`src/gtsp_pkg.sv`:
```
// Shared types, widths and codes for the generation-tagged slot pool.
package gtsp_pkg;

	localparam int IDX_W    = 8;
	localparam int GEN_W    = 24;
	localparam int HANDLE_W = GEN_W + IDX_W;
	localparam int DEPTH    = 256;
	localparam int CNT_W    = 9;

	typedef logic [IDX_W-1:0]    idx_t;
	typedef logic [GEN_W-1:0]    gen_t;
	typedef logic [HANDLE_W-1:0] handle_t;
	typedef logic [CNT_W-1:0]    cnt_t;
	typedef logic [1:0]          status_t;

	localparam status_t ST_OK      = 2'd0;
	localparam status_t ST_EMPTY   = 2'd1;
	localparam status_t ST_INVALID = 2'd2;

	localparam logic OP_ALLOC   = 1'b0;
	localparam logic OP_RELEASE = 1'b1;

	typedef struct packed {
		logic pop;
		logic push;
		idx_t push_idx;
	} fl_req_t;

	typedef struct packed {
		logic wr;
		logic set;
		idx_t idx;
		gen_t gen;
	} st_req_t;

endpackage

```
`src/gtsp_free_list.sv`:
```
// Free-slot FIFO held in a synchronous memory, with a fill count for reset contents.
module gtsp_free_list import gtsp_pkg::*; #(
	parameter int SLOTS = 256
) (
	input  logic    clk,
	input  logic    arst_n,
	input  fl_req_t req,
	output idx_t    head_idx,
	output logic    empty
);

	localparam idx_t TAIL0 = idx_t'(SLOTS % DEPTH);
	localparam cnt_t CNT0  = cnt_t'(SLOTS);
	localparam cnt_t FULL  = cnt_t'(DEPTH);

	idx_t fifo_mem [DEPTH];
	idx_t rd_data_s1;
	idx_t head_q;
	idx_t tail_q;
	cnt_t count_q;
	cnt_t pushed_q;
	idx_t offset;
	logic written;
	logic push_eff;

	assign push_eff = req.push && (count_q != FULL);
	assign offset   = idx_t'(head_q - TAIL0);
	assign written  = pushed_q > {1'b0, offset};
	assign head_idx = written ? rd_data_s1 : head_q;
	assign empty    = (count_q == '0);

	always_ff @(posedge clk) begin
		if (push_eff) begin
			fifo_mem[tail_q] <= req.push_idx;
		end
		rd_data_s1 <= fifo_mem[head_q];
	end

	always_ff @(posedge clk or negedge arst_n) begin
		if (!arst_n) begin
			head_q   <= '0;
			tail_q   <= TAIL0;
			count_q  <= CNT0;
			pushed_q <= '0;
		end else begin
			if (req.pop) begin
				head_q <= idx_t'(head_q + 1'b1);
			end
			if (push_eff) begin
				tail_q <= idx_t'(tail_q + 1'b1);
				if (pushed_q != FULL) begin
					pushed_q <= cnt_t'(pushed_q + 1'b1);
				end
			end
			count_q <= cnt_t'(count_q + cnt_t'(push_eff) - cnt_t'(req.pop));
		end
	end

endmodule

```
`config.mk`:
```
export PLATFORM = sky130hd
export DESIGN_NAME = gtsp_free_list
export DESIGN_NICKNAME = d
export VERILOG_FILES = /design/src/gtsp_pkg.sv /design/src/gtsp_free_list.sv
export SDC_FILE = /design/constraint.sdc
export NUM_CORES = 2
export LEC_CHECK = 0
export ABC_AREA = 0
export BUFFER_PORTS_ARGS = -buffer_cell sky130_fd_sc_hd__buf_2
export CAP_MARGIN = 20
export CORE_MARGIN = 2
export CORE_UTILIZATION = 40
export DETAILED_ROUTE_END_ITERATION = 16
export GPL_TIMING_DRIVEN = 0
export PLACE_DENSITY = 0.52
export REMOVE_ABC_BUFFERS = 1
export SETUP_SLACK_MARGIN = 0.05
export SYNTH_ARGS = -nofsm -noshare
export SYNTH_HDL_FRONTEND = slang
export SYNTH_SLANG_ARGS = --single-unit
```
`constraint.sdc`:
```
create_clock -name clk -period 3.9 [get_ports clk]
set_clock_uncertainty 0.05 [all_clocks]
set_input_delay 0.39 -clock clk [delete_from_list [all_inputs] [get_ports clk]]
set_output_delay 0.39 -clock clk [all_outputs]
set_load 0.005 [all_outputs]
```
After elaboration in Yosys (flattened, before gate mapping) --
Memory sizes are Yosys's and may differ from the RTL's. A register that Yosys moved wholly into a read port is not among the register bits. Index checks and enable logic that the tools add are counted.
Word-level totals: register bits 34, RAM bits 2048, bits of input ports 12, output and inout bits 9, word-level logic and storage cells 19, memories 1
Memories:
- fifo_mem | depth 256, width 8, read ports 1, clocked after Yosys merged registers in 1, write ports 1, RTL line gtsp_free_list.sv:16 | idx_t fifo_mem [DEPTH];
Cells by class: $add $sub $neg 5, $lt $le $gt $ge 1, eq/ne operators 2, multiplexer cells 3, reduce and logical (&&, ||, !) cells 3
Operators with widths (count):
- $ne 9x9->1 const B | 2
- $add 8x1->8 const B | 2
- $add 9x1->9 | 1
- $add 9x1->9 const B | 1
- $gt 9x8->1 | 1
- $logic_not 9->1 | 1
- $sub 9x1->9 | 1
- $mux 8 | 1
- $mux 1 | 2
- $reduce_and 2->1 | 1
- $logic_and 1x1->1 | 1

Longest topological paths before layout --
depth after elaboration 4, mapped depth 21, gate-level depth less buffers 20

Worst setup path after synthesis --
Ideal clock, no wire load.
kind register to output, from register head_q[2], to output port head_idx[6], arrival time 3.221 ns, slack 0.239 ns, stages on the path, launching flop included 16, cells stage by stage dfrtp_1 > buf_2 > buf_2 > inv_2 > buf_2 > clkbuf_1 > buf_1 > ha_1 > o21a_1 > o21a_1 > o21a_1 > o21a_1 > o21a_1 > clkbuf_1 > nor4_1 > a311o_1
Between the ends: word-level cells in the longest chain between the ends 2
RTL lines:
- start: declaration | RTL line gtsp_free_list.sv:18 | idx_t head_q;
- start signal: assignment | RTL line gtsp_free_list.sv:47 | head_q <= idx_t'(head_q + 1'b1);
- $gt 9x8->1 | RTL line gtsp_free_list.sv:28 | assign written = pushed_q > {1'b0, offset};
- $mux 8 | RTL line gtsp_free_list.sv:29 | assign head_idx = written ? rd_data_s1 : head_q;
- end: declaration | RTL line gtsp_free_list.sv:8 | output idx_t head_idx,
No other way between the ends.

Worst setup path after layout --
from register head_q[1], to output port head_idx[0]
The elaborated chain is that of the path after synthesis.

==> flow_metrics.py <==
metrics = {
    "worst_setup_path": {
        "critical_path.max_fanout": 8,
        "crit_path_cell_trace": "buf_16 -> inv_16 -> ha_4 -> nor2b_4 -> o21a_1 -> o21a_1 -> o21a_1 -> o21a_1 -> o21a_4 -> nor4_2 -> a311o_1 -> buf_2",
        "end_kind": "primary output",
        "worst-endpoint-arrival_ps": 3480,
        "slowest_delay_ps": 520,
        "crit_top_cell": "o21a_1",
        "setup.worst_path.class": "reg -> out",
        "critical_path.slowest_cell": "dfrtp_4",
        "startpoint_type": "flop",
        "worstPathRequired_ps": 3460,
    },
    "clocking": {
        "tritoncts_buffer_count": 212,
        "clock_transition_at_the_registers_of_the_reported_paths_ps": 70,
        "clock_tree_root": "clkbuf_16",
        "cts_htree_levels": 4,
        "cts_tree": "done",
        "max-clock-path-buffers": 3,
        "clock_sink_count": 2090,
        "clock_insertion_delay_worst_skew_ps": 840,
    },
    "finish": {
        "stdcell_count": 7214,
        "filler_cell_count": 17140,
        "nNetsFinal": 4388,
        "syn2layout_area_growth_pct": 15.00,
        "drive_gt1_share_pct": 23.34,
    },
    "logic_synthesis": {
        "most_frequently_used_cell_type_in_the_post_synthesis_netlist": "edfxtp_1",
        "post-synth-top-area-cell": "edfxtp_1",
        "synth_cell_types": 65,
        "ys_warn_count": 0,
        "post_synth_instance_area_mm2": 0.08251,
        "post_synthesis_instance_total": 4209,
        "number_of_enable_flip_flop_cells_after_synthesis": 2048,
        "synth_largest_type_area_fraction_pct": 74.54,
        "synth-seq-area-share_pct": 75.77,
        "synth_ff_type": "edfxtp_1",
        "synth.cells.most_frequent": "edfxtp_1 (2048), mux4_2 (372), nor2_1 (323), mux2i_1 (303), nand2_1 (118)",
        "ys_top_cells_by_area": "edfxtp_1 (75%), mux4_2 (10%), mux2i_1 (3.7%)",
        "post_synth.cell_area_avg_um2": 19.60,
        "asyncSetResetFlopFracSynth_pct": 1.627,
        "synth_seq_cells": 2090,
    },
    "power": {
        "netSwitchingPower_w": 0.02393,
        "power.share.sequential_pct": 37.1,
        "power.density_cell_area_mw_per_mm2": 727.0,
        "intPower_w": 0.04505,
        "switching_share_pct": 34.69,
        "leakage_power_nw": 30.00,
        "combinational_fraction_of_design_power_pct": 35.3,
        "vdd.ir_drop.worst_mv": 0.7010,
        "pwr-share-clk_pct": 27.6,
    },
    "placement": {
        "hpwlAfterDp_mm": 136.7,
        "placement.setup.worst_slack_ps": -1909,
        "gp_congestion": 0.7535,
        "dp_cells": 6739,
        "io_buffer_count": 20,
    },
    "sta": {
        "finalSetupViolations": 2,
        "drv_slew": 0,
        "finalCritPeriodShare_pct": 100.5,
        "final.hold.worst_slack_ps": 7.204,
        "worstMarginPinSlew_ps": 1168,
        "fmaxAchievable_ghz": 0.2553,
        "period_minus_slack_ps": 3918,
        "post-route-worst-setup-slack_ps": -17.70,
        "slew_limit_headroom_pct": 21.94,
        "grt_setup_unrepaired": "yes",
        "report.final.hold_viol_count": 0,
    },
    "floorplanning": {
        "die_area_mm2": 0.2099,
        "die_width_um": 458.2,
        "design.core.area_mm2": 0.2048,
        "starting_density_pct": 40.29,
        "die_h_um": 458.2,
        "num_rows": 166,
        "ports": 21,
    },
    "outcome": {
        "status": "finished, violations left",
        "failed_checks": "setup timing",
    },
    "grt": {
        "globalRouteTotalUtil_pct": 22.55,
        "grt_first_pass_wirelength_mm": 333.5,
        "grt_antenna_before_repair": 12,
        "pin_count_of_the_biggest_net_entering_global_routing": 145,
        "number_of_global_route_vias_before_repair": 42300,
        "global_route.overflow_total": 0,
    },
    "flow_run": {
        "drv_cap": 0,
    },
    "detailed_routing": {
        "num_vias": 42170,
        "ant_nets": 0,
        "vias_per_cell": 5.846,
        "dr.pass1.iters": 5,
        "drt_iter0_drc": 4559,
        "route.detailed.drc": 0,
        "routedWlPerCell_um": 32.98,
        "route.final.wire_length_mm": 237.9,
    },
    "min_path": {
        "hp-class": "in -> reg",
    },
}
## per-stage QoR
stage	TNS, ps	total power (W)	utilization (%)	area (um^2)
after floorplan	-508880	0.03457	-	80970
after global routing	-589.8	0.07123	46.33	94880
after CTS	-427.9	0.06909	46.16	94530
final	-17.71	0.06898	46.33	94880
after detailed placement	-456270	0.04772	42.23	86480
after global placement	-5407430	0.03878	41.23	84430
## placed cells by master (no fill, tap or decap), types with 51 or more instances in the layout
cell / instances
nand2_1: 100
o22ai_1: 60
o21ai_0: 51
mux2i_1: 300
clkbuf_1: 55
a21oi_1: 111
mux4_2: 373
clkbuf_16: 215
clkinv_1: 57
edfxtp_1: 2048
buf_16: 53
nor2_1: 236
nor2_2: 82
o221ai_1: 73
## worst max-delay path: cells and delay by family, from the launching register on
kind | cells | cell delay (ps)
compound gates | 6 | 1160
fa+ha+maj | 1 | 200
buf+inv | 3 | 370
flops | 1 | 520
simple gates | 2 | 330
## path summary, 6_finish.rpt
check / startpoint / end / slack [ps] / cells past startpoint
min reg2reg: pushed_q[0]$_DFFE_PN0P_ / pushed_q[0]$_DFFE_PN0P_ / 460 / 1
max in group asynchronous: arst_n / head_q[7]$_DFFE_PN0P_ / 3210 / 3
min in group asynchronous: arst_n / count_q[2]$_DFF_PN0_ / 60 / 2
max reg2reg: head_q[1]$_DFFE_PN0P_ / rd_data_s1[6]$_DFF_P_ / 60 / 10
max: head_q[1]$_DFFE_PN0P_ / head_idx[0] / -20 / 12
min: req[5] / fifo_mem[132][5]$_DFFE_PP_ / 7 / 1
## state kept, by name, summed over array words and instances (netlist names)
signal,count
head_q,8
rd_data_s1,8
count_q,9
pushed_q,9
tail_q,8
fifo_mem,2048
## power groups by stage
stage          clock network [W]  registers (W)  logic, W
2_1_floorplan                  0         0.0265   0.00807
3_3_place_gp                   0         0.0272    0.0116
3_5_place_dp                   0         0.0264    0.0214
4_1_cts                   0.0194         0.0256    0.0241
5_1_grt                   0.0203         0.0256    0.0254
6_report                  0.0190         0.0256    0.0244
## area by class of cell
type	instances	area, um^2	share of cell area [%]
Antenna cell	1	2.502	0.002637
Clock buffer	267	5512	5.809
Clock inverter	124	878.3	0.9257
Inverter	27	197.7	0.2084
Multi-Input combinational cell	1838	19200	20.23
Sequential cell	2090	62540	65.91
Tap cell	2688	3363	3.545
Timing Repair Buffer	176	3164	3.335
Timing Repair inverter	3	26.28	0.02769
## kinds of logic (layout without fill, tap and decap cells)
kind of cell	Yosys count	in the layout	share of synthesized area, %
other	0	1	0
buffers and inverters	285	597	1.991
xor gates and xnor gates	30	30	0.3185
and+or+nand+nor	588	589	3.024
muxes	714	714	14.47
AOI/OAI and AO/OA	474	477	3.996
DFF	2090	2090	75.77
adders and majority gates	28	28	0.4337
## routing by layer
layer  track usage, %  wire length, um  vias to the layer above
met5                0               41                        -
met4            6.068             6559                        6
met3            3.551            15200                      329
met2            36.38           114200                     1451
met1            31.97           101900                    22740
li1                 -                -                    17650
## timing repair
item	4_1_cts	5_1_grt
resized for setup	177	34
pin swaps	23	14
setup endpoints to repair	1041	86
endpoints found under the hold margin	251	3
setup buffers	42	8
hold buffers	6	1
gates cloned	18	5
No activity file was read; power rests on OpenSTA's default activity.
